--- src/rtl/core/prd_pkg.sv ---
// Shared types and constants for the partition record decoder.
package prd_pkg;

    typedef enum logic [3:0] {
        PH_HEADER,
        PH_PID,
        PH_TID_HI,
        PH_TID_LO,
        PH_RCOUNT,
        PH_REPL,
        PH_ICOUNT,
        PH_ISR,
        PH_SKIP,
        PH_LEADER,
        PH_LEPOCH,
        PH_PEPOCH,
        PH_DRAIN
    } phase_t;

    localparam logic [2:0] KIND_PID     = 3'd0;
    localparam logic [2:0] KIND_TID_HI  = 3'd1;
    localparam logic [2:0] KIND_TID_LO  = 3'd2;
    localparam logic [2:0] KIND_REPLICA = 3'd3;
    localparam logic [2:0] KIND_INSYNC  = 3'd4;
    localparam logic [2:0] KIND_LEADER  = 3'd5;
    localparam logic [2:0] KIND_LEPOCH  = 3'd6;
    localparam logic [2:0] KIND_PEPOCH  = 3'd7;

    localparam logic [1:0] ERR_NONE      = 2'd0;
    localparam logic [1:0] ERR_TRUNCATED = 2'd1;
    localparam logic [1:0] ERR_BAD_COUNT = 2'd2;

    localparam logic [4:0] LEN_WORD  = 5'd4;
    localparam logic [4:0] LEN_DWORD = 5'd8;
    localparam logic [4:0] LEN_SKIP  = 5'd2;

    typedef struct packed {
        phase_t      phase;
        logic [4:0]  byte_in_field;
        logic [63:0] value_shift;
        logic [7:0]  entries_left;
        logic [7:0]  entry_position;
    } parse_state_t;

    typedef struct packed {
        logic [2:0]  field_kind;
        logic [7:0]  entry_index;
        logic [63:0] field_value;
        logic        record_done;
        logic [1:0]  error_code;
    } field_result_t;

    // Parser state at reset and after every record end.
    function automatic parse_state_t restart_state(input logic has_header);
        parse_state_t s;
        s                = '0;
        s.phase          = has_header ? PH_HEADER : PH_PID;
        return s;
    endfunction

endpackage

--- src/rtl/core/partition_record_decoder.sv ---
// Partition metadata record decoder: byte stream in, decoded fields out.
//
//  channel | valid       | stall       | payload
//  --------+-------------+-------------+-------------------------------------------
//  bytes   | byte_valid  | byte_stall  | data_byte, end_of_record
//  fields  | field_valid | field_stall | field_kind, entry_index, field_value,
//          |             |             | record_done, error_code
//
// One byte per cycle while byte_stall is low. A byte is parsed in the cycle it
// is accepted and its field (if any) sits in the single result register on the
// next cycle.
// Reset enters the header phase (PID if HEADER_BYTES is 0), result register empty.
// A held result with field_stall high stalls the byte side; a result taken in
// the same cycle frees the register for the next byte, so no bubble is added.
module partition_record_decoder #(
    parameter int HEADER_BYTES = 3
) (
    input  logic        clk,
    input  logic        rst_n,
    input  logic        byte_valid,
    output logic        byte_stall,
    input  logic [7:0]  data_byte,
    input  logic        end_of_record,
    output logic        field_valid,
    input  logic        field_stall,
    output logic [2:0]  field_kind,
    output logic [7:0]  entry_index,
    output logic [63:0] field_value,
    output logic        record_done,
    output logic [1:0]  error_code
);

    prd_pkg::parse_state_t  state_reg;
    prd_pkg::parse_state_t  state_next;
    prd_pkg::parse_state_t  step_state;
    prd_pkg::field_result_t step_res;
    prd_pkg::field_result_t result_reg;
    logic                   step_emit;
    logic                   valid_reg;
    logic                   valid_next;
    logic                   accept;

    // Result register is free when empty or being taken this cycle.
    assign byte_stall = valid_reg && field_stall;
    assign accept     = byte_valid && !byte_stall;

    prd_step #(
        .HEADER_BYTES (HEADER_BYTES)
    ) u_step (
        .cur           (state_reg),
        .data_byte     (data_byte),
        .end_of_record (end_of_record),
        .nxt           (step_state),
        .emit          (step_emit),
        .res           (step_res)
    );

    assign state_next = accept ? step_state : state_reg;

    always_comb
    begin
        if (accept && step_emit)
            valid_next = 1'b1;
        else if (valid_reg && field_stall)
            valid_next = 1'b1;
        else
            valid_next = 1'b0;
    end

    always_ff @(posedge clk or negedge rst_n)
    begin
        if (!rst_n)
        begin
            state_reg <= prd_pkg::restart_state(HEADER_BYTES > 0);
            valid_reg <= 1'b0;
        end
        else
        begin
            state_reg <= state_next;
            valid_reg <= valid_next;
        end
    end

    // Payload only loads on a new request; no reset needed.
    always_ff @(posedge clk)
    begin
        if (accept && step_emit)
            result_reg <= step_res;
    end

    assign field_valid = valid_reg;
    assign field_kind  = result_reg.field_kind;
    assign entry_index = result_reg.entry_index;
    assign field_value = result_reg.field_value;
    assign record_done = result_reg.record_done;
    assign error_code  = result_reg.error_code;

endmodule

--- src/rtl/core/prd_step.sv ---
// One-byte parse step: next parser state and the field result for that byte.
module prd_step #(
    parameter int HEADER_BYTES = 3
) (
    input  prd_pkg::parse_state_t  cur,
    input  logic [7:0]             data_byte,
    input  logic                   end_of_record,
    output prd_pkg::parse_state_t  nxt,
    output logic                   emit,
    output prd_pkg::field_result_t res
);

    prd_pkg::parse_state_t parse_nxt;
    logic [63:0]           shifted;
    logic [4:0]            cnt_inc;
    logic                  full_word;
    logic                  full_dword;
    logic                  hdr_done;
    logic                  skip_done;

    assign shifted    = {cur.value_shift[55:0], data_byte};
    assign cnt_inc    = cur.byte_in_field + 5'd1;
    assign full_word  = (cnt_inc >= prd_pkg::LEN_WORD);
    assign full_dword = (cnt_inc >= prd_pkg::LEN_DWORD);
    assign hdr_done   = (cnt_inc >= 5'(HEADER_BYTES));
    assign skip_done  = (cnt_inc >= prd_pkg::LEN_SKIP);

    // Next state, before the record-end restart.
    always_comb
    begin
        parse_nxt = cur;
        case (cur.phase)
            prd_pkg::PH_HEADER:
            begin
                parse_nxt.byte_in_field = cnt_inc;
                if (hdr_done)
                begin
                    parse_nxt.byte_in_field = '0;
                    parse_nxt.value_shift   = '0;
                    parse_nxt.phase         = prd_pkg::PH_PID;
                end
            end
            prd_pkg::PH_PID, prd_pkg::PH_LEADER, prd_pkg::PH_LEPOCH:
            begin
                parse_nxt.value_shift   = shifted;
                parse_nxt.byte_in_field = cnt_inc;
                if (full_word)
                begin
                    parse_nxt.byte_in_field = '0;
                    parse_nxt.value_shift   = '0;
                    parse_nxt.phase         = prd_pkg::phase_t'(cur.phase + 4'd1);
                end
            end
            prd_pkg::PH_PEPOCH:
            begin
                parse_nxt.value_shift   = shifted;
                parse_nxt.byte_in_field = cnt_inc;
                if (full_word)
                begin
                    parse_nxt.byte_in_field = '0;
                    parse_nxt.value_shift   = '0;
                    parse_nxt.phase         = prd_pkg::PH_DRAIN;
                end
            end
            prd_pkg::PH_TID_HI, prd_pkg::PH_TID_LO:
            begin
                parse_nxt.value_shift   = shifted;
                parse_nxt.byte_in_field = cnt_inc;
                if (full_dword)
                begin
                    parse_nxt.byte_in_field = '0;
                    parse_nxt.value_shift   = '0;
                    parse_nxt.phase         = prd_pkg::phase_t'(cur.phase + 4'd1);
                end
            end
            prd_pkg::PH_RCOUNT, prd_pkg::PH_ICOUNT:
            begin
                if (data_byte == 8'd0)
                begin
                    parse_nxt.phase = prd_pkg::PH_DRAIN;
                end
                else
                begin
                    parse_nxt.entries_left   = data_byte - 8'd1;
                    parse_nxt.entry_position = '0;
                    parse_nxt.value_shift    = '0;
                    parse_nxt.byte_in_field  = '0;
                    if (data_byte != 8'd1)
                        parse_nxt.phase = prd_pkg::phase_t'(cur.phase + 4'd1);
                    else if (cur.phase == prd_pkg::PH_RCOUNT)
                        parse_nxt.phase = prd_pkg::PH_ICOUNT;
                    else
                        parse_nxt.phase = prd_pkg::PH_SKIP;
                end
            end
            prd_pkg::PH_REPL, prd_pkg::PH_ISR:
            begin
                parse_nxt.value_shift   = shifted;
                parse_nxt.byte_in_field = cnt_inc;
                if (full_word)
                begin
                    parse_nxt.byte_in_field  = '0;
                    parse_nxt.value_shift    = '0;
                    parse_nxt.entry_position = cur.entry_position + 8'd1;
                    parse_nxt.entries_left   = cur.entries_left - 8'd1;
                    if (cur.entries_left == 8'd1)
                        parse_nxt.phase = prd_pkg::phase_t'(cur.phase + 4'd1);
                end
            end
            prd_pkg::PH_SKIP:
            begin
                parse_nxt.byte_in_field = cnt_inc;
                if (skip_done)
                begin
                    parse_nxt.byte_in_field = '0;
                    parse_nxt.value_shift   = '0;
                    parse_nxt.phase         = prd_pkg::PH_LEADER;
                end
            end
            default:
            begin
                parse_nxt.phase = prd_pkg::PH_DRAIN;
            end
        endcase
    end

    assign nxt = end_of_record ? prd_pkg::restart_state(HEADER_BYTES > 0) : parse_nxt;

    // Result for this byte.
    always_comb
    begin
        emit = 1'b0;
        res  = '0;
        case (cur.phase)
            prd_pkg::PH_PID, prd_pkg::PH_LEADER, prd_pkg::PH_LEPOCH,
            prd_pkg::PH_PEPOCH:
            begin
                if (full_word)
                begin
                    emit            = 1'b1;
                    res.field_value = {32'd0, shifted[31:0]};
                    case (cur.phase)
                        prd_pkg::PH_PID:    res.field_kind = prd_pkg::KIND_PID;
                        prd_pkg::PH_LEADER: res.field_kind = prd_pkg::KIND_LEADER;
                        prd_pkg::PH_LEPOCH: res.field_kind = prd_pkg::KIND_LEPOCH;
                        default:
                        begin
                            res.field_kind  = prd_pkg::KIND_PEPOCH;
                            res.record_done = 1'b1;
                        end
                    endcase
                end
            end
            prd_pkg::PH_TID_HI, prd_pkg::PH_TID_LO:
            begin
                if (full_dword)
                begin
                    emit            = 1'b1;
                    res.field_value = shifted;
                    res.field_kind  = (cur.phase == prd_pkg::PH_TID_HI) ?
                                      prd_pkg::KIND_TID_HI : prd_pkg::KIND_TID_LO;
                end
            end
            prd_pkg::PH_REPL, prd_pkg::PH_ISR:
            begin
                if (full_word)
                begin
                    emit            = 1'b1;
                    res.field_value = {32'd0, shifted[31:0]};
                    res.entry_index = cur.entry_position;
                    res.field_kind  = (cur.phase == prd_pkg::PH_REPL) ?
                                      prd_pkg::KIND_REPLICA : prd_pkg::KIND_INSYNC;
                end
            end
            prd_pkg::PH_RCOUNT, prd_pkg::PH_ICOUNT:
            begin
                if (data_byte == 8'd0)
                begin
                    emit           = 1'b1;
                    res.error_code = prd_pkg::ERR_BAD_COUNT;
                end
            end
            default:
            begin
                emit = 1'b0;
            end
        endcase

        // Record ended before the partition epoch, no bad count: truncation overrides all.
        if (end_of_record && (parse_nxt.phase != prd_pkg::PH_DRAIN))
        begin
            emit           = 1'b1;
            res            = '0;
            res.error_code = prd_pkg::ERR_TRUNCATED;
        end
    end

endmodule

--- config.mk ---
export PLATFORM = sky130hd
export DESIGN_NAME = partition_record_decoder
export DESIGN_NICKNAME = d
export VERILOG_FILES = /design/src/rtl/core/prd_pkg.sv /design/src/rtl/core/partition_record_decoder.sv /design/src/rtl/core/prd_step.sv
export SDC_FILE = /design/constraint.sdc
export NUM_CORES = 1
export LEC_CHECK = 0
export BUFFER_PORTS_ARGS = -buffer_cell sky130_fd_sc_hd__buf_4
export CAP_MARGIN = 20
export CORE_MARGIN = 2
export CORE_UTILIZATION = 58
export CTS_BUF_LIST = sky130_fd_sc_hd__clkbuf_8 sky130_fd_sc_hd__clkbuf_16
export CTS_CLUSTER_DIAMETER = 200
export DETAILED_ROUTE_END_ITERATION = 10
export PLACE_DENSITY = 0.87
export REMOVE_ABC_BUFFERS = 1
export SYNTH_ARGS = -nofsm -noshare
export SYNTH_HDL_FRONTEND = slang
export SYNTH_SLANG_ARGS = --single-unit
--- constraint.sdc ---
create_clock -name clk -period 7.1 [get_ports clk]
set_clock_uncertainty 0.1 [all_clocks]
set_input_delay 0.355 -clock clk [delete_from_list [all_inputs] [get_ports clk]]
set_output_delay 0.355 -clock clk [all_outputs]
set_load 0.02 [all_outputs]
==> flow_summary_export.csv <==
group,metric,value,unit
synthesis,synth_commonest_cells,"nand2_1 (109), nor2_1 (105), dfrtp_1 (82)",
finish,drive_gt1_share,19.39,%
power,p_comb_share,15.5,%
routing,viasPerCell,5.904,
job,max-cap-violations,0,
floorplan,die_w,115.6,um
status,status,"complete, no violations",
synthesis,ys.warnings.count,0,
placed_design,gp_congestion,0.8419,
clock_tree,cts_buffer_depth,2,
worst_setup_path,cpMaxStageDelayCell,"o31a_2",
synthesis,yosys_most_used_dff,"dfrtp_1",
worst_setup_path,start_kind,"register",
floorplan,dieArea,0.01336,mm^2
worst_setup_path,worst-path-max-fanout,79,
sta,max_slew.worst_pin.slew,1.045,ns
grt,grt.total_usage,25.24,%
synthesis,synthTopCellsByArea,"edfxtp_1 (32%), dfrtp_1 (28%), a22o_1 (7.0%)",
worst_setup_path,critPathBufInv,2,
power,switching_share,27.85,%
clock_tree,htree_levels,4,
worst_setup_path,cpLargestDelayFamily,"compound AO/OA/AOI/OAI gates",
grt,grt_overflow_total,0,
worst_setup_path,cp_data_arrival_time,5.10,ns
clock_tree,clk_latency,0.42,ns
clock_tree,cts_tree,"built",
worst_setup_path,worstPathCellList,"ha_1 -> and2_1 -> a21oi_2 -> o21a_1 -> a21oi_1 -> or4_1 -> nand2_1 -> o31a_2 -> buf_4 -> o31a_2 -> buf_4",
clock_tree,cts_setup_buffers,0,
floorplan,dieHeight,115.6,um
synthesis,syn_area_per_cell,10.91,um^2
worst_setup_path,slowest_delay,0.91,ns
clock_tree,clk_pin_slew,0.06,ns
synthesis,async_flop_share,51.25,%
floorplan,rows,40,
clock_tree,cts_buffers,17,
synthesis,synth_edf_count,78,
floorplan,ios,93,
sta,fmax,194.6,MHz
grt,grt_pass1_vias,5134,
sta,final-max-slew-violation-count,0,
synthesis,yosysMostFrequentCell,"nand2_1",
finish,largest_reg_flops,81,
clock_tree,cts_root_buffer,"clkbuf_16",
routing,initialDrtViolationCount,657,
power,ir_worst_vdd,170.2,uV
finish,fin_nets,766,
power,p_leak,3.605,nW
routing,postRouteAntennaNets,0,
sta,finalSetupViolCount,0,
sta,fin_setup_tns,0,ns
power,p_per_area,266.6,mW/mm^2
sta,final.period_utilization,72.38,%
placed_design,portBuffers,92,
grt,antenna_found_initial,0,
sta,relSlewSlack,30.31,%
power,seqPwrFrac,45.6,%
sta,hold_violations,0,
synthesis,ys_ff_latch,160,
routing,wl_per_cell,18.08,um
worst_setup_path,worstPathRequired,7.06,ns
worst_setup_path,endpoint_kind,"register",
hold_path,min_path_type,"input pin to register",
clock_tree,cts_resized,0,
routing,dr.pass1.iters,5,
synthesis,yosysTopAreaCell,"edfxtp_1",
worst_setup_path,crit_type,"register to register",
synthesis,synth_area,0.007219,mm^2
power,pwr-share-clk,38.9,%
power,power_switching,0.0006380,W
grt,grt_first_pass_wirelength,26030,um
synthesis,netlist_instances,662,
synthesis,netlist-cell-type-count,59,
power,fin_total_pwr,0.002290,W
placed_design,place_hpwl,10310,um
clock_tree,clock-sinks,160,
grt,grt_max_degree,83,
synthesis,ys_seq_area_share,60.87,%
routing,via_count,5438,
floorplan,initial_core_util,59.85,%
power,p_int,0.001652,W
synthesis,yosysTopAreaCellShare,32.44,%
floorplan,coreArea,0.01206,mm^2
routing,drc,0,
sta,fin_crit,5.139,ns
finish,area_growth_syn_to_layout,19.01,%
finish,diodes,0,
routing,drt-total-wl,16650,um
sta,rsz0062_at_grt,"no",
tightest hold or removal path, cell delays in order:
cell	delay (ns)
buf_4	0.08
nand2_1	0.08
nand3_1	0.08
placed cells by master (no fill, tap or decap), types with 4 or more instances in the layout:
master      instances
nand2_1           109
nor2_1            105
buf_4              98
dfrtp_1            82
edfxtp_1           78
a22o_1             58
o21ai_0            30
inv_1              17
clkbuf_16          17
a21oi_1            13
ha_1               13
nand2b_1            8
nor3_1              8
xnor2_1             7
o31ai_1             6
nand3_1             6
o211ai_1            5
and2_1              5
nand4_1             4
o21ai_1             4
or2_2               4
a211oi_1            4
xor2_1              4
clkinvlp_4          4
worst paths after layout:
| kind | from | endpoint | slack [ns] | cells after the start |
|---|---|---|---|---|
| setup / recovery | state_reg[80] | field_value[27] | 1.96 | 11 |
| min in group asynchronous | rst_n | state_reg[2] | 0.34 | 2 |
| hold / removal | field_stall | field_valid | 0.11 | 3 |
| hold reg to reg | state_reg[65] | state_reg[65] | 0.41 | 1 |
| max in group asynchronous | rst_n | field_valid | 5.95 | 3 |
| setup reg to reg | state_reg[80] | field_value[27] | 1.96 | 11 |
cell families after synthesis:
logic type,after synthesis,share of synthesized area (%)
xor+xnor,11,1.334
simple gates,271,16.48
buf+inv,56,3.518
flops,160,60.87
compound gates,150,15.41
fa+ha+maj,13,2.253
mux,1,0.1387
metrics by stage:
stage	hold WS [ns]	util, %	worst slack (ns)	instances	instance area [um^2]
floorplan	-0.04059	-	0.3970	621	7022
global placement	0.3886	66.18	2.215	887	7983
detailed placement	0.3954	66.18	2.079	887	7983
CTS	0.04718	70.99	2.043	919	8562
global route	0.1224	71.23	1.609	921	8592
finish	0.1078	71.23	1.961	921	8592
power by group through the flow:
stage | Combinational, W | Clock [W] | Sequential [W]
6_report | 0.000354 | 0.000892 | 0.00104
5_1_grt | 0.000390 | 0.000933 | 0.00105
4_1_cts | 0.000349 | 0.000898 | 0.00104
3_5_place_dp | 0.000347 | 0 | 0.00106
3_3_place_gp | 0.000347 | 0 | 0.00106
2_1_floorplan | 0.000209 | 0 | 0.00108
layer usage:
metal / vias to the layer above / wire length (um) / GRT usage [%]
met2: 247 / 8195 / 39.53
met1: 2650 / 7038 / 35.47
met5: - / 0 / 0
met4: 0 / 293 / 8.755
li1: 2513 / - / -
met3: 28 / 1125 / 5.282
final cells by class:
type	count	area [um^2]
clock buffer	18	439.2
timing repair buffer	100	765.7
inverter	15	56.30
sequential	160	4394
tap	168	210.2
clock inverter	14	140.1
fill	840	3470
multi-input combinational	446	2586
what timing repair did:
| item | 4_1_cts | 5_1_grt |
|---|---|---|
| hold buffers | 0 | 1 |
| endpoints found under the hold margin | 0 | 38 |
| setup endpoints to repair | 0 | 0 |
No activity file was read; power rests on OpenSTA's default activity.
